===== src/rtl/mfs_queue.sv =====
`default_nettype none
module mfs_queue #(
    parameter int W = 200
) (
    input  logic         clk,
    input  logic         rst_n,
    input  logic         push_valid,
    input  logic [W-1:0] push_data,
    output logic         push_ready,
    output logic         pop_valid,
    output logic [W-1:0] pop_data,
    input  logic         pop
);
    logic [W-1:0] slot_reg [2];
    logic         wr_reg, rd_reg;
    logic [1:0]   cnt_reg;
    logic         do_push;

    assign push_ready = (cnt_reg != 2'd2);
    assign pop_valid  = (cnt_reg != 2'd0);
    assign pop_data   = slot_reg[rd_reg];
    assign do_push    = push_valid && push_ready;

    always_ff @(posedge clk or negedge rst_n)
    begin
        if (!rst_n)
        begin
            wr_reg  <= 1'b0;
            rd_reg  <= 1'b0;
            cnt_reg <= 2'd0;
        end
        else
        begin
            if (do_push)
                wr_reg <= !wr_reg;
            if (pop)
                rd_reg <= !rd_reg;
            if (do_push && !pop)
                cnt_reg <= cnt_reg + 2'd1;
            else if (pop && !do_push)
                cnt_reg <= cnt_reg - 2'd1;
        end
    end

    always_ff @(posedge clk)
    begin
        if (do_push)
            slot_reg[wr_reg] <= push_data;
    end

endmodule
`default_nettype wire


===== config.mk =====
export PLATFORM = sky130hd
export DESIGN_NAME = mfs_queue
export DESIGN_NICKNAME = d
export VERILOG_FILES = /design/src/rtl/mfs_queue.sv
export SDC_FILE = /design/constraint.sdc
export NUM_CORES = 1
export LEC_CHECK = 0
export BUFFER_PORTS_ARGS = -buffer_cell sky130_fd_sc_hd__buf_2
export CORE_MARGIN = 1.5
export CORE_UTILIZATION = 52
export CTS_CLUSTER_DIAMETER = 40
export DETAILED_ROUTE_END_ITERATION = 6
export GPL_TIMING_DRIVEN = 0
export MAX_ROUTING_LAYER = met4
export PLACE_DENSITY = 0.77
export RECOVER_POWER = 25
export SETUP_SLACK_MARGIN = 0.02
export SLEW_MARGIN = 20
export SYNTH_ARGS = -nofsm -noshare
export SYNTH_HDL_FRONTEND = slang
export SYNTH_SLANG_ARGS = --single-unit

===== constraint.sdc =====
create_clock -name clk -period 10.9 [get_ports clk]
set_input_delay 0 -clock clk [delete_from_list [all_inputs] [get_ports clk]]
set_output_delay 0 -clock clk [all_outputs]
set_load 0.01 [all_outputs]

# Word level (Yosys, flattened, before mapping)
# Memories as Yosys holds them, arrays and structs flattened.
# Index checks and enable logic that the tools add are counted.
# totals
ram_bits	400
romBits	0
latch_bits	0
register_bits	4
inputBits	204
mem_count	1
# memory_table
name	words	word_bits	rd	rd_clocked_by_memory_dff	write_ports	line_no	source
slot_reg	2	200	1	0	1	14	logic [W-1:0] slot_reg [2];
# op_classes
div	0
bitwise_logic	0
n_reduce_logical	9
magnitude_cmp	0
mux	4
shifts	0
n_addsub	2
eq_ne	1
n_mul	0
# op_table
op	count
$logic_not 1->1	4
$mux 2	2
$reduce_bool 2->1	2
$logic_and 1x1->1	3
$add 2x1->2 const B	1
$mux 1	2
$ne 2x2->1 const B	1
$sub 2x1->2 const B	1

# Longest topological paths before layout
# logic_depth
word_depth	6
mapped_depth	7
ltp_nobuf	7

# Least setup slack after synthesis
# No wires, ideal clock.
# synth_path
path_type	register to register
start	reg cnt_reg[0]
end	mem slot_reg[0][0], enable pin
setup_ns	0.763
required_time_ns	10.137
arrival_time_ns	8.991
stages_incl_launch_ff	4
synth_period_minus_slack_ns	9.754
path_slack_ns	1.146
cell_sequence	dfrtp_1 -> nand2b_1 -> nand2_1 -> nor2_1
# synth_via
elab_chain_cells	4
# synth_rtl
item	line_no	source
start: declaration	16	logic [1:0] cnt_reg;
start signal: assignment	39	cnt_reg <= cnt_reg + 2'd1;
start signal: assignment	41	cnt_reg <= cnt_reg - 2'd1;
$ne 2x2->1	19	assign push_ready = (cnt_reg != 2'd2);
via push_ready	9	output logic push_ready,
$logic_and 1x1->1	22	assign do_push = push_valid && push_ready;
$mux 1	47	if (do_push)
$mux 1 (not written as such)	48	slot_reg[wr_reg] <= push_data;
end: declaration	14	
# The timed path passes the listed nets, and every way through them passes these cells.

# Final worst setup path
# layout_path
start	reg cnt_reg[0]
end	mem slot_reg[0][22], enable pin
# layout_via
elab_chain_cells	4
# layout_rtl
item	line_no
$ne 2x2->1	19
$logic_and 1x1->1	22
$mux 1	47
$mux 1 (not written as such)	48
# No other way between the ends.

==> impl_metrics.csv <==
group,metric,value,unit
routing,routed_wire_length_per_instance,21.8,um
global_route,grt.overflow.total,0,
synth,yosys_warnings,0,
synth,yosys_most_used_dff,"edfxtp_1",
setup_path,critical_path.startpoint_type,"flop",
sta,fmax,453,MHz
setup_path,crit-reg2reg-capture,"slot_reg[0][22]",
routing,drt-pass1-iter-count,5,
global_route,globalRouteTotalUtil,26.0,%
setup_path,cpPeakStageDelay,0.46,ns
min_path,min_delay_worst_type,"in -> reg",
routing,drc_errors,0,
floorplan,design.die.area,29300,um^2
cells_and_area,finalNonFillerCells,1728,
synth,synth-edff-count,400,
routing,detailed_router_s_first_iteration_violation_count,615,
cells_and_area,layout-drive-gt1-share,46.8,%
global_route,grt_antenna_before_repair,3,
synth,synthTopCellsByArea,"edfxtp_1 82%, mux2_2 15%, buf_6 1.6%, dfrtp_1 0.68%, xor2_1 0.18%",
setup_path,r2r_start,"cnt_reg[0]",
floorplan,io_pins,406,
clock_network,maximum_count_of_clock_buffers_along_a_single_path,3,
sta,timing.final.max_slew_violations,0,
synth,synth.avg_cell_area,23.0,um^2
power,leakage,0.00779,uW
min_path,timing.hold.worst.start,"push_data[50]",
sta,max-slew-margin-rel,63.7,%
clock_network,clock_insertion_delay_worst_skew,0.55,ns
floorplan,core_area,27800,um^2
setup_path,worst_r2r_path_depth,6,
sta,fin_skew,0.0197,ns
synth,synthArstFlopShare,0.990,%
cells_and_area,largest_reg_flops,400,
floorplan,initial_core_util,52.9,%
sta,grt_setup_unrepaired,"false",
synth,synth.yosys.seq_area_share,82.4,%
cells_and_area,area_delta_synth_final,42.7,%
setup_path,timing.critical_path.slowest_stage_cell,"nor2_4",
setup_path,element_type_at_the_critical_path_end,"flop",
placement,io_port_bufs,405,
sta,timing.final.ws_setup,8.69,ns
routing,vias_per_cell,5.15,
setup_path,sequence_of_cells_on_the_critical_path,"nand2b_1, nand2_1, nor2_4, buf_12, buf_12, buf_12",
sta,layout_worst_path_cycle_share,20.2,%
outcome,run_status,"complete, no violations",
sta,tightest_slew,0.544,ns
clock_network,tritoncts,"done",
setup_path,path_class,"reg -> reg",
clock_network,cts_max_level,2,
sta,timing_hold_violations_final,0,
synth,synthesis.nets,845,
cells_and_area,final_nets,1517,
synth,cell_with_the_most_instances_after_synthesis,"edfxtp_1",
clock_network,clkTransAtPathRegs,0.06,ns
power,vdd_drop_max,0.000188,V
sta,setup_total_negative_slack,0,ns
sta,setup-violations-final,0,
power,pwr_density_cell,260,nW/um^2
floorplan,placementRows,61,
synth,ff_latch_count_synth,404,
floorplan,die_h,171,um
synth,netlist-cell-type-count,14,
clock_network,cts_inserted_buffers,48,
routing,detailroute.via_count,8892,
routing,totalWireLength,37700,um
floorplan,die-width,171,um
placement,pre_cts_ws,8.71,ns
placement,place.detailed.hpwl,21600,um
setup_path,crit_path_frequent_cell,"buf_12",
placement,routability_congestion_estimate_from_global_placement,0.789,
min_path,timing.hold.worst_endpoint,"slot_reg[1][50]",
clock_network,cts.sinks,404,
routing,drt.antenna.violating_nets,0,
clock_network,cts_repair_resize_count,0,
min_path,hold-path-cell-count,2,
synth,yosysTopAreaCell,"edfxtp_1",
global_route,grt_pass1_wl,54500,um
cells_and_area,final_area,21000,um^2
setup_path,cp.arrival,2.45,ns
synth,yosys.area.top_type_share,81.7,%
clock_network,cts_root_buffer,"clkbuf_16",
placement,placedCellCount,1436,
synth,synthCells,640,
placement,dpl_cell_area,17500,um^2
flow_run,maxCapViolations,0,
setup_path,timing.critical_path.fanout_max,26,
synth,post_synth_most_frequent_cells,"400 x edfxtp_1, 200 x mux2_2, 21 x buf_6, 4 x dfrtp_1, 3 x xor2_1",
setup_path,regToRegSetupSlack,8.69,ns
sta,post-route-min-period,2.21,ns
synth,netlist_area,14700,um^2
global_route,grt_max_degree,54,
setup_path,cp.required,11.14,ns
global_route,first_global_vias,9616,
==> per-layer routing <==
metal	track usage (%)	part of all wire [%]	vias to the layer above	wire length (um)
li1	-	-	3922	-
met2	46.0	52	466	19800
met4	10.1	3.4	0	1270
met1	27.5	35	4402	13300
met3	7.40	9.1	102	3430
met5	-	0	-	0
==> worst max-delay path, delay by kind of cell, from the launching register on <==
kind / cells / cell delay [ns]
buffers and inverters: 3 / 0.70
and+or+nand+nor: 3 / 0.78
DFF: 1 / 0.42
==> layout by cell type, fill, tap and decap left out, drive strengths merged <==
cell type / count
nor2: 2
nand2: 1
edfxtp: 400
dlygate4sd3: 204
buf: 349
nand2b: 1
xnor2: 2
diode: 3
or2: 1
clkinv: 17
mux2: 200
ha: 1
xor2: 3
and3: 1
clkbuf: 142
bufinv: 2
dfrtp: 4
clkinvlp: 7
inv: 10
==> worst max-delay path by stage <==
| stage | from | to |
|---|---|---|
| after floorplan | cnt_reg[0] | slot_reg[0][0] |
| after detailed placement | cnt_reg[0] | slot_reg[0][21] |
| final | cnt_reg[0] | slot_reg[0][22] |
| after CTS | cnt_reg[0] | slot_reg[0][49] |
| after global placement | cnt_reg[0] | slot_reg[0][98] |
| after global routing | cnt_reg[0] | slot_reg[0][64] |
==> kinds of logic after synthesis <==
kind of cell,synth area share (%)
buffers and inverters,1.69
AND/OR/NAND/NOR,0.204
XOR/XNOR,0.298
flip-flops,82.4
adder cells (fa/ha/maj),0.0851
multiplexers,15.3
==> per-stage QoR <==
stage	total power, uW	util [%]	hold WS [ns]
detailed placement	3860	63.1	-0.189
floorplan	3260	-	-0.296
global placement	3900	61.9	-0.192
CTS	5420	75.9	0.158
global route	5670	75.5	0.166
finish	5460	75.5	0.183
==> cell type report <==
cell class	count	area (um^2)
Sequential cell	404	12100
Fill cell	1560	6800
Timing Repair Buffer	622	4260
Multi-Input combinational cell	212	2350
Clock buffer	51	1230
Tap cell	378	473
Clock inverter	34	292
Buffer	22	241
Inverter	2	7.51
Antenna cell	3	7.51
==> report_power, final <==
group | switching [uW] | internal [uW]
Sequential | 93.8 | 2120
Combinational | 921 | 798
Clock | 651 | 881
Total | 1670 | 3800
==> timing repair <==
item	in CTS	in global routing
endpoints found under the hold margin	408	0
hold buffers	204	0
setup buffers	0	0
Note: power is estimated with default switching activity, not from simulation.
