### config.mk
export PLATFORM = sky130hd
export DESIGN_NAME = mfs_back_flat
export DESIGN_NICKNAME = d
export VERILOG_FILES = /design/src/rtl/mfs_pkg.sv /design/src/rtl/mfs_if.sv /design/src/rtl/mfs_back.sv /design/src/flat_wrapper.sv
export SDC_FILE = /design/constraint.sdc
export NUM_CORES = 1
export LEC_CHECK = 0
export BUFFER_PORTS_ARGS = -buffer_cell sky130_fd_sc_hd__buf_2
export CORE_MARGIN = 2
export CORE_UTILIZATION = 35
export CTS_BUF_LIST = sky130_fd_sc_hd__clkbuf_8
export CTS_CLUSTER_DIAMETER = 100
export CTS_CLUSTER_SIZE = 40
export DETAILED_ROUTE_END_ITERATION = 8
export PLACE_DENSITY = 0.54
export REMOVE_ABC_BUFFERS = 1
export SYNTH_ARGS = -nofsm -noshare
export SYNTH_HDL_FRONTEND = slang
export SYNTH_SLANG_ARGS = --single-unit
### constraint.sdc
create_clock -name clk -period 17.8 [get_ports clk]
set_input_delay 0.89 -clock clk [delete_from_list [all_inputs] [get_ports clk]]
set_output_delay 0.89 -clock clk [all_outputs]
set_load 0.03 [all_outputs]
### src/rtl/mfs_pkg.sv
`default_nettype none
package mfs_pkg;

    localparam int RES_W   = 13;
    localparam int B_W     = 17;
    localparam int POS_W   = 16;
    localparam int TAG_W   = 32;
    localparam int PIX_W   = 14;
    localparam int WT_W    = 16;
    localparam int NIDX_W  = 12;   // integer pixel index of the scaled position
    localparam int D_W     = 17;   // signed offset from pixel center, Q.16
    localparam int AW_W    = 18;   // per-axis weight, signed Q.15
    localparam int TAP_W   = 3;
    localparam int CO_W    = 26;   // polynomial coefficients, times 6, Q.17
    localparam int H_W     = 28;   // Horner accumulator
    localparam int P_W     = 46;   // Horner product
    localparam int N_W     = 23;   // biased dividend over 8
    localparam int M_W     = 48;

    localparam int CFG_IDX_W  = 2;
    localparam int CFG_DATA_W = 17;

    localparam logic [CFG_IDX_W-1:0] CFG_RES_X   = 2'd0;
    localparam logic [CFG_IDX_W-1:0] CFG_RES_Y   = 2'd1;
    localparam logic [CFG_IDX_W-1:0] CFG_B_COEFF = 2'd2;

    localparam logic [RES_W-1:0] RES_RESET = 13'd1024;
    localparam logic [RES_W-1:0] RES_MAX   = 13'd4096;
    localparam logic [B_W-1:0]   B_RESET   = 17'd21845;
    localparam logic [B_W-1:0]   B_ONE     = 17'd65536;

    // floor(2^26 / 3); the quotient it gives is short by at most one
    localparam logic [24:0]      RECIP3    = 25'd22369621;
    // 3 * 2^23 keeps the dividend positive and divides evenly by 24
    localparam logic signed [H_W-1:0] DIV_BIAS = 28'sd25165824;
    localparam logic signed [22:0]    Q_BIAS   = 23'sd1048576;

    localparam logic signed [WT_W-1:0] W_MAX = 16'sh7fff;
    localparam logic signed [WT_W-1:0] W_MIN = 16'sh8000;

    typedef struct packed {
        logic             vld;
        logic [TAP_W-1:0] tap;
    } mfs_tap_t;

    function automatic int ent_w(input int taps);
        return 2 * taps * AW_W + 2 * NIDX_W + TAG_W;
    endfunction

    function automatic logic [RES_W-1:0] clamp_res(input logic [RES_W-1:0] r);
        if (r == '0)
            return RES_W'(1);
        if (r > RES_MAX)
            return RES_MAX;
        return r;
    endfunction

    function automatic logic [B_W-1:0] clamp_b(input logic [B_W-1:0] b);
        return (b > B_ONE) ? B_ONE : b;
    endfunction

endpackage
`default_nettype wire

### src/rtl/mfs_if.sv
`default_nettype none


interface mfs_out_if;
    logic               valid;
    logic               ready;
    logic signed [13:0] pixel_col;
    logic signed [13:0] pixel_row;
    logic signed [15:0] weight;
    logic [31:0]        payload;
    logic               last_of_run;

    modport source (output valid, output pixel_col, output pixel_row, output weight,
                    output payload, output last_of_run, input ready);
    modport sink   (input valid, input pixel_col, input pixel_row, input weight,
                    input payload, input last_of_run, output ready);
endinterface
`default_nettype wire

### src/rtl/mfs_back.sv
`default_nettype none
module mfs_back #(
    parameter int TAPS = 4
) (
    input  logic                             clk,
    input  logic                             rst_n,
    input  logic                             q_valid,
    input  logic [mfs_pkg::ent_w(TAPS)-1:0]  q_data,
    output logic                             pop,
    mfs_out_if.source                        result_out
);
    import mfs_pkg::*;

    localparam int EW = ent_w(TAPS);

    logic [EW-1:0]          cur_reg;
    logic                   cur_valid_reg;
    logic [TAP_W-1:0]       i_reg, j_reg;
    logic                   out_valid_reg;
    logic signed [PIX_W-1:0] col_reg, row_reg;
    logic signed [WT_W-1:0] w_reg;
    logic [TAG_W-1:0]       tag_reg;
    logic                   last_reg;

    logic                   adv, last;
    logic signed [AW_W-1:0] wa, wb;
    logic signed [35:0]     prod;
    logic signed [20:0]     wr;
    logic signed [WT_W-1:0] wsat;
    logic [NIDX_W-1:0]      nu, nv;
    logic signed [PIX_W-1:0] col, row;

    assign adv  = cur_valid_reg && (!out_valid_reg || result_out.ready);
    assign last = (i_reg == TAP_W'(TAPS - 1)) && (j_reg == TAP_W'(TAPS - 1));
    assign pop  = q_valid && (!cur_valid_reg || (adv && last));
    assign nu   = cur_reg[2 * TAPS * AW_W +: NIDX_W];
    assign nv   = cur_reg[2 * TAPS * AW_W + NIDX_W +: NIDX_W];

    always_comb
    begin
        wa = '0;
        wb = '0;
        for (int g = 0; g < TAPS; g++)
        begin
            if (i_reg == TAP_W'(g))
                wa = cur_reg[g * AW_W +: AW_W];
            if (j_reg == TAP_W'(g))
                wb = cur_reg[(TAPS + g) * AW_W +: AW_W];
        end
        prod = 36'(wa) * 36'(wb) + 36'sd16384;
        wr   = 21'(prod >>> 15);
        if (wr > 21'(W_MAX))
            wsat = W_MAX;
        else if (wr < 21'(W_MIN))
            wsat = W_MIN;
        else
            wsat = WT_W'(wr);
        col = signed'({2'b00, nu}) + signed'(PIX_W'(i_reg)) - PIX_W'(TAPS / 2);
        row = signed'({2'b00, nv}) + signed'(PIX_W'(j_reg)) - PIX_W'(TAPS / 2);
    end

    always_ff @(posedge clk or negedge rst_n)
    begin
        if (!rst_n)
        begin
            cur_valid_reg <= 1'b0;
            i_reg         <= '0;
            j_reg         <= '0;
            out_valid_reg <= 1'b0;
        end
        else
        begin
            if (pop)
            begin
                cur_valid_reg <= 1'b1;
                i_reg         <= '0;
                j_reg         <= '0;
            end
            else if (adv)
            begin
                if (last)
                    cur_valid_reg <= 1'b0;
                if (i_reg == TAP_W'(TAPS - 1))
                begin
                    i_reg <= '0;
                    j_reg <= j_reg + TAP_W'(1);
                end
                else
                    i_reg <= i_reg + TAP_W'(1);
            end
            if (adv)
                out_valid_reg <= 1'b1;
            else if (result_out.ready)
                out_valid_reg <= 1'b0;
        end
    end

    always_ff @(posedge clk)
    begin
        if (pop)
            cur_reg <= q_data;
        if (adv)
        begin
            col_reg  <= col;
            row_reg  <= row;
            w_reg    <= wsat;
            tag_reg  <= cur_reg[2 * TAPS * AW_W + 2 * NIDX_W +: TAG_W];
            last_reg <= last;
        end
    end

    assign result_out.valid       = out_valid_reg;
    assign result_out.pixel_col   = col_reg;
    assign result_out.pixel_row   = row_reg;
    assign result_out.weight      = w_reg;
    assign result_out.payload     = tag_reg;
    assign result_out.last_of_run = last_reg;

endmodule
`default_nettype wire

### src/flat_wrapper.sv
// flat-port wrapper written by rule: the top's interface ports become plain ports
module mfs_back_flat import mfs_pkg::*;
#(
    parameter int TAPS = 4
)
  (clk, rst_n, q_valid, q_data, pop, result_out_valid, result_out_pixel_col, result_out_pixel_row, result_out_weight, result_out_payload, result_out_last_of_run, result_out_ready);
  mfs_out_if result_out_i ();
  input  logic clk;
  input  logic rst_n;
  input  logic q_valid;
  input  logic [mfs_pkg::ent_w(TAPS)-1:0] q_data;
  output logic pop;
  output wire logic [$bits(result_out_i.valid)-1:0] result_out_valid;
  output wire logic [$bits(result_out_i.pixel_col)-1:0] result_out_pixel_col;
  output wire logic [$bits(result_out_i.pixel_row)-1:0] result_out_pixel_row;
  output wire logic [$bits(result_out_i.weight)-1:0] result_out_weight;
  output wire logic [$bits(result_out_i.payload)-1:0] result_out_payload;
  output wire logic [$bits(result_out_i.last_of_run)-1:0] result_out_last_of_run;
  input wire logic [$bits(result_out_i.ready)-1:0] result_out_ready;
  assign result_out_valid = result_out_i.valid;
  assign result_out_pixel_col = result_out_i.pixel_col;
  assign result_out_pixel_row = result_out_i.pixel_row;
  assign result_out_weight = result_out_i.weight;
  assign result_out_payload = result_out_i.payload;
  assign result_out_last_of_run = result_out_i.last_of_run;
  assign result_out_i.ready = result_out_ready;
  mfs_back #(.TAPS(TAPS)) u_core (.clk(clk), .rst_n(rst_n), .q_valid(q_valid), .q_data(q_data), .pop(pop), .result_out(result_out_i));
endmodule
* Yosys cells after proc, flatten, opt, wreduce, memory -nomap -nowiden *
Index checks and enable logic that the tools add are counted.

cells by class
  add/subtract/negate cells = 7
  multiply operators = 1
  $lt $le $gt $ge = 2
  eq/ne operators = 6
  mux-type cells = 20
  reductions and logical operators = 16

operators with widths
  operator                  number
  $mux W18                  8
  $add A36 B16 Y36 const B  1
  $mul A18 B18 Y36          1
  $sub A14 B3 Y14 const B   2
  $add A12 B3 Y13           2
  $gt A21 B16 Y1 const B    1
  $lt A21 B16 Y1 const B    1
  $mux W3                   6
  $mux W16                  1
  $eq A3 B2 Y1 const B      4
  $reduce_bool A2 Y1        4
  $add A3 B1 Y3 const B     2
  $eq A3 B1 Y1 const B      2
  $logic_not A3 Y1          2
  $mux W1                   5
  $logic_and A1 B1 Y1       4
  $reduce_and A2 Y1         2
  $logic_not A1 Y1          2
  $logic_or A1 B1 Y1        2

word-level totals
  register bits after elaboration = 285
  input bits = 204
  output and inout port bits = 79
  logic and storage cells = 62

* Depth between registers and ports, before layout *
Gate-level depths: netlist of the first run.

  word-level depth = 9
  depth in mapped cells = 35
  mapped depth without buffers = 31

* Worst setup path after synthesis of the first run *
OpenSTA, ideal clock, no wires.

  path type = register to register
  from = register u_core.j_reg[1]
  to = register u_core.w_reg[10], in the netlist u_core.result_out.weight[10] (data pin)
  setup time = 0.254 ns
  data arrival time = 8.314 ns
  required time = 17.546 ns
  slack = 9.232 ns
  stages on the path, launching flop included = 32
  path buffers = 4
  period minus slack after synthesis = 8.568 ns
  path through = dfrtp_1 -> inv_1 -> ha_1 -> nor3b_1 -> clkbuf_1 -> a22oi_1 -> a211oi_1 -> a21o_1 -> clkbuf_1 -> nand2_1 -> fa_1 -> inv_1 -> fa_1 -> fa_1 -> fa_1 -> fa_1 -> inv_1 -> fa_1 -> inv_1 -> ha_1 -> clkbuf_1 -> a21o_1 -> a21o_1 -> a21oi_1 -> o21ai_0 -> a21o_1 -> a221oi_2 -> xor2_1 -> nand2_1 -> o41a_1 -> buf_6 -> a21o_1

between the ends
  longest elaborated chain between the ends = 9
  elaborated cells on any way between the ends = 13
  those cells by class = add/sub (1); mul (1); order compare (2); eq/ne (3); mux (5); reduce/logical (1)

RTL lines
  item                    line             text
  start, declared         mfs_back.sv:18   logic [TAP_W-1:0] i_reg, j_reg;
  start signal, assigned  mfs_back.sv:86   j_reg <= j_reg + TAP_W'(1);
  $logic_not A3 Y1        mfs_back.sv:47   if (j_reg == TAP_W'(g))
  $mux W18 (3 in series)  mfs_back.sv:47
  $mux W18 *              mfs_back.sv:47
  $mul A18 B18 Y36 *      mfs_back.sv:50   prod = 36'(wa) * 36'(wb) + 36'sd16384;
  $add A36 B16 Y36 *      mfs_back.sv:50
  $lt A21 B16 Y1          mfs_back.sv:54   else if (wr < 21'(W_MIN))
  $mux W16                mfs_back.sv:54
  end signal, assigned    mfs_back.sv:106  w_reg <= wsat;
  end, declared           mfs_back.sv:21   logic signed [WT_W-1:0] w_reg;

Mark *: on every way between the ends. The rest lies on a longest branch, timed or not.
A chain may end at the register's enable or synchronous reset.

* Worst setup path in the final report of the first run *
  from = register u_core.i_reg[1]
  to = register u_core.w_reg[10], in the netlist u_core.result_out.weight[10] (data pin)

between the ends
  longest elaborated chain between the ends = 9
  elaborated cells on any way between the ends = 13
  those cells by class = add/sub (1); mul (1); order compare (2); eq/ne (3); mux (5); reduce/logical (1)

RTL lines
  item                    line            text
  start, declared         mfs_back.sv:18
  start signal, assigned  mfs_back.sv:89  i_reg <= i_reg + TAP_W'(1);
  $logic_not A3 Y1        mfs_back.sv:45  if (i_reg == TAP_W'(g))
  $mux W18 (3 in series)  mfs_back.sv:45
  $mux W18 *              mfs_back.sv:45
  $mul A18 B18 Y36 *      mfs_back.sv:50
  $add A36 B16 Y36 *      mfs_back.sv:50
  $lt A21 B16 Y1          mfs_back.sv:54
  $mux W16                mfs_back.sv:54

Marked as above.

==> flow_summary.toml, run 1 <==
[status]
outcome = "completed"

[detailed_routing]
wirelength_um = 60400
via_per_inst = 4.90
drtIter0Drc = 1092
avgRoutedWirePerCell_um = 19.0
vias = 15600
drc = 0
ant_nets = 0
drt_first_pass_iters = 8

[synthesis]
synthArstFlopShare_pct = 2.81
ys_seq_area_share_pct = 37.1
synth_edf_count = 277
ys_ff_latch = 285
synthesis.instances = 2061
synth_area_um2 = 23000
syn_avg_cell_area_um2 = 11.1
ys_types = 67
yosysWarnings = 0
synth_ff_type = "edfxtp_1"

[worst_setup_path]
crit_top_cell = "inv_1"
worst-r2r-setup-slack_ns = 7.77
critPathCapture = "u_core.result_out.weight[10]"
reg2reg_to = "u_core.result_out.weight[10]"
cp_slowest_cell = "nor2b_1"
r2r-start = "u_core.i_reg[1]"
critPathLaunchType = "flop"
crit_path_end_kind = "flop"
r2r_cells = 31
crit_required_ns = 18.16
worstSetupStartpoint = "u_core.i_reg[1]"
setup.worst_path.class = "flop to flop"
arrival_ns = 10.40
crit_fanout = 17
cp_slowest_stage_delay_ns = 1.09

[global_route]
grtUsageTotal_pct = 18.2
grt_max_degree = 181
grt_pass1_vias = 16900
grt_remaining_overflow = 0
grt_pass1_wl_um = 95700
antenna_found_initial = 22

[clocking]
cts.path.max_buffers = 3
cts_resized = 0
hold_buffers = 0
htree_levels = 1
tritoncts = "done"
clk_pin_slew_ns = 0.22
cts_root_buffer = "clkbuf_8"
cts_setup_buffers = 0
cts_inserted_buffers = 13
clk_latency_ns = 0.63
cts.sinks = 285

[floorplanning]
die_w_um = 260
rows = 93
initial_core_util_pct = 35.5
die_y_um = 260
io-pin-count = 283
dieArea_um2 = 67700
core_area_um2 = 64700

[sta]
tightest_slew_ns = 1.38
period_share_pct = 56.4
hold_viol_final = 0
fin_setup_tns_ns = 0
rsz0062_at_grt = "no"
skew_ns = 0.0663
period_needed_ns = 10.03
setup_viol = 0
max_freq_mhz = 99.7
slew_viol_final = 0
relSlewSlack_pct = 7.51

[placement]
port_buffers = 282
gp_congestion = 0.882
post-dp-hpwl_um = 50000

[run]
cap_violations = 0

[worst_hold_path]
min_path_type = "primary input to async pin"

[final_layout]
fin_nets = 2939
largest_reg_flops = 200
area_growth_pct = 11.9
drive_gt1_share_pct = 15.7
## area by class of cell
cell class	instances	area [um2]
inverter	407	1530
timing repair buffer	302	1570
clock inverter	9	150
sequential	285	8520
clock buffer	13	179
antenna	10	25.0
tap	855	1070
fill	6408	39000
multi-input combinational	1291	12600
## synth_stat cells, types with 18 or more instances
cell type | count | area, um2
a211oi_1 | 21 | 158
nand3_1 | 19 | 95.1
o21ai_0 | 23 | 115
a21oi_1 | 75 | 375
xnor2_1 | 48 | 420
edfxtp_1 | 277 | 8320
clkbuf_1 | 69 | 259
a21o_1 | 54 | 405
or2_2 | 19 | 119
inv_1 | 406 | 1520
nand2_1 | 174 | 653
fa_1 | 331 | 6630
nor3_1 | 27 | 135
nor2_1 | 229 | 860
ha_1 | 104 | 1300
nand2b_1 | 20 | 125
xor2_1 | 18 | 158
## layout by cell type, fill, tap and decap left out, types with 3 or more instances in the layout
cell type  instances
a211oi_1          21
a21o_1            54
a21oi_1           74
a222oi_1          17
a22oi_1           17
a31oi_1           11
and2_1             7
and3_1             4
buf_2            282
buf_4             19
clkbuf_8          13
clkinv_16          4
dfrtp_1            8
diode_2           10
edfxtp_1         277
fa_1             331
ha_1             103
inv_1            408
nand2_1          174
nand2b_1          20
nand3_1           19
nand4_1            7
nor2_1           229
nor2b_1            5
nor3_1            27
nor4_1             3
o21ai_0           23
o21ai_1            3
o22ai_1            4
o31ai_1            5
or2_2             19
xnor2_1           48
xor2_1            18
## worst max-delay path: cells and delay by family, from the launching register on
kind            cells  cell delay [ns]
compound gates     10             2.76
fa+ha+maj           8             3.50
xor+xnor            1             0.23
flops               1             0.50
buf+inv             8             0.98
simple gates        4             1.77
## per-stage QoR
step           utilization (%)  setup WS [ns]  hold WS (ns)  instance area [um2]  cells
6_report                  39.7           7.77        0.0460                25700   3172
4_1_cts                   39.7           7.74       0.00577                25700   3162
3_5_place_dp              39.2           7.84         0.405                25300   3140
3_3_place_gp              39.2           8.07         0.400                25300   3140
5_1_grt                   39.7           7.02       0.00608                25700   3167
2_1_floorplan                -           8.51         0.400                22700   1983
## cell families (layout without fill, tap and decap cells)
kind of cell,count (synthesis),count (layout),share of synthesized area (%)
mux,4,4,0.185
buf+inv,485,731,7.97
simple gates,527,527,9.79
flops,285,285,37.1
compound gates,258,258,7.83
other cells,0,10,0
xor+xnor,67,67,2.59
fa+ha+maj,435,435,34.5
## metal layers
metal / track usage [%] / share of wire, % / up-vias
met5: 0 / 0.31 / -
met4: 3.86 / 2.0 / 26
met3: 4.37 / 7.3 / 107
met2: 31.7 / 49 / 496
met1: 22.9 / 41 / 7840
li1: - / - / 7087
## how the worst min path moves through the flow
stage          slack, ns  cells after the start                            end                 from
2_1_floorplan       0.40                      0   u_core.result_out.payload[0]  u_core.cur_reg[168]
3_3_place_gp        0.40                      0  u_core.result_out.payload[29]  u_core.cur_reg[197]
3_5_place_dp        0.40                      0  u_core.result_out.payload[19]  u_core.cur_reg[187]
4_1_cts            0.006                      1           u_core.cur_valid_reg                rst_n
5_1_grt            0.006                      1        u_core.result_out.valid                rst_n
6_report            0.05                      1           u_core.cur_valid_reg                rst_n
Power of run 1 is left out: the tool's default activity adds up to more than one toggle a clock period on the data nets, which glitch-free logic cannot reach.
==> run 2, diff against run 1 <==
- clock period: 17.8 -> 9.8 ns (I/O delays scaled with it)
==> run 2 against run 1 <==
Worst setup slack got worse by 7.0 ns; non-clock buffer count rose by 125; die area did not move; critical path type unchanged.
==> flow_summary.toml, run 2 (synthesis results as in run 1) <==
[worst_hold_path]
hp-start = "q_data[3]"
hold_depth = 1
min_path_type = "primary input to flop"
whs_endpoint = "u_core.cur_reg[3]"

[worst_setup_path]
worst-r2r-setup-slack_ns = 0.72
crit_required_ns = 10.15
crit_top_cell = "fa_1"
reg2reg_to = "u_core.result_out.weight[7]"
critPathLaunchType = "flop"
r2r_cells = 29
cp_slowest_stage_delay_ns = 0.84
setup.worst_path.class = "flop to flop"
crit_fanout = 20
cp_slowest_cell = "fa_1"
arrival_ns = 9.43
crit_path_end_kind = "flop"
r2r-start = "u_core.i_reg[0]"

[sta]
period_needed_ns = 9.08
rsz0062_at_grt = "no"
skew_ns = 0.0502
tightest_slew_ns = 1.01
fin_setup_tns_ns = 0
relSlewSlack_pct = 32.9
hold_viol_final = 0
slew_viol_final = 0
period_share_pct = 92.6
setup_viol = 0
holdWs_ns = 0.0237
max_freq_mhz = 110

[clocking]
cts_inserted_buffers = 12
cts_root_buffer = "clkbuf_8"
cts.sinks = 285
tritoncts = "done"
clk_pin_slew_ns = 0.23
cts_setup_buffers = 0
cts.path.max_buffers = 3
clk_latency_ns = 0.62
htree_levels = 1

[global_route]
grt_remaining_overflow = 0
grt_pass1_vias = 16700
grtUsageTotal_pct = 18.4
antenna_found_initial = 15
grt_max_degree = 81
grt_pass1_wl_um = 96400

[final_layout]
finish.utilization_pct = 41.4
mostFrequentLayoutCells = "inv_1, fa_1, buf_2"
final_common_cell = "inv_1"
area_growth_pct = 16.8
fin_nets = 3063
layoutNonFillerInstCount = 3297
largest_reg_flops = 200
drive_gt1_share_pct = 15.9

[status]
outcome = "completed"

[detailed_routing]
drtIter0Drc = 1051
drc = 0
vias = 15800
via_per_inst = 4.80
wirelength_um = 61800
drt_first_pass_iters = 9
ant_nets = 0
avgRoutedWirePerCell_um = 18.7

[floorplanning]
rows = 93
io-pin-count = 283
core_area_um2 = 64700
initial_core_util_pct = 35.5
die_y_um = 260
die_w_um = 260
dieArea_um2 = 67700

[placement]
dpl.cell_count = 3165
post-dp-hpwl_um = 50900
gp_congestion = 0.874
port_buffers = 282

[run]
cap_violations = 0
## run 2: cell type report
cell class	instances	area, um2
fillers	6285	37900
clock inverters	7	95.1
diodes	12	30.0
inverters	407	1530
clock buffers	13	179
flip-flops and latches	285	8520
well taps	855	1070
multi-input cells	1291	12600
repair buffers	427	2750
## run 2: stage by stage
step                instance area, um2  worst slack (ns)
finish                           26800             0.722
global route                     26800             0.119
CTS                              26200             0.631
detailed placement               25500             0.716
global placement                 25500             0.875
floorplan                        22700             0.505
## run 2: how the worst max path moves through the flow
stage	slack [ns]	cells after the start	start	end
final	0.72	29	u_core.i_reg[0]	u_core.result_out.weight[7]
after detailed placement	0.72	33	u_core.i_reg[0]	u_core.result_out.weight[3]
after floorplan	0.51	29	u_core.i_reg[1]	u_core.result_out.weight[0]
after CTS	0.63	33	u_core.i_reg[0]	u_core.result_out.weight[3]
after global routing	0.12	29	u_core.i_reg[0]	u_core.result_out.weight[3]
after global placement	0.87	33	u_core.i_reg[0]	u_core.result_out.weight[3]
## run 2: repair_timing
| item | CTS | global route |
|---|---|---|
| hold buffers | 45 | 55 |
| hold endpoints to repair | 52 | 55 |
| endpoints found under the setup margin | 0 | 3 |
| gates resized for setup | 0 | 1 |
## run 2: metal layers
layer | vias up | track usage [%] | routed length, um | share of wire, %
met3 | 90 | 4.84 | 4710 | 7.6
met2 | 476 | 30.3 | 28900 | 47
met5 | - | 0 | 77 | 0.12
met4 | 14 | 4.21 | 1440 | 2.3
li1 | 7337 | - | - | -
met1 | 7911 | 24.2 | 26700 | 43
## run 2: worst max-delay path: cells and delay by family (launching register included)
family / cells / cell delay [ns]
adder cells (fa/ha/maj): 8 / 4.28
AND/OR/NAND/NOR: 5 / 0.88
flip-flops: 1 / 0.50
AO/OA/AOI/OAI: 9 / 2.14
buffers and inverters: 6 / 0.76
XOR/XNOR: 1 / 0.22
Power of run 2 is left out for the same reason.
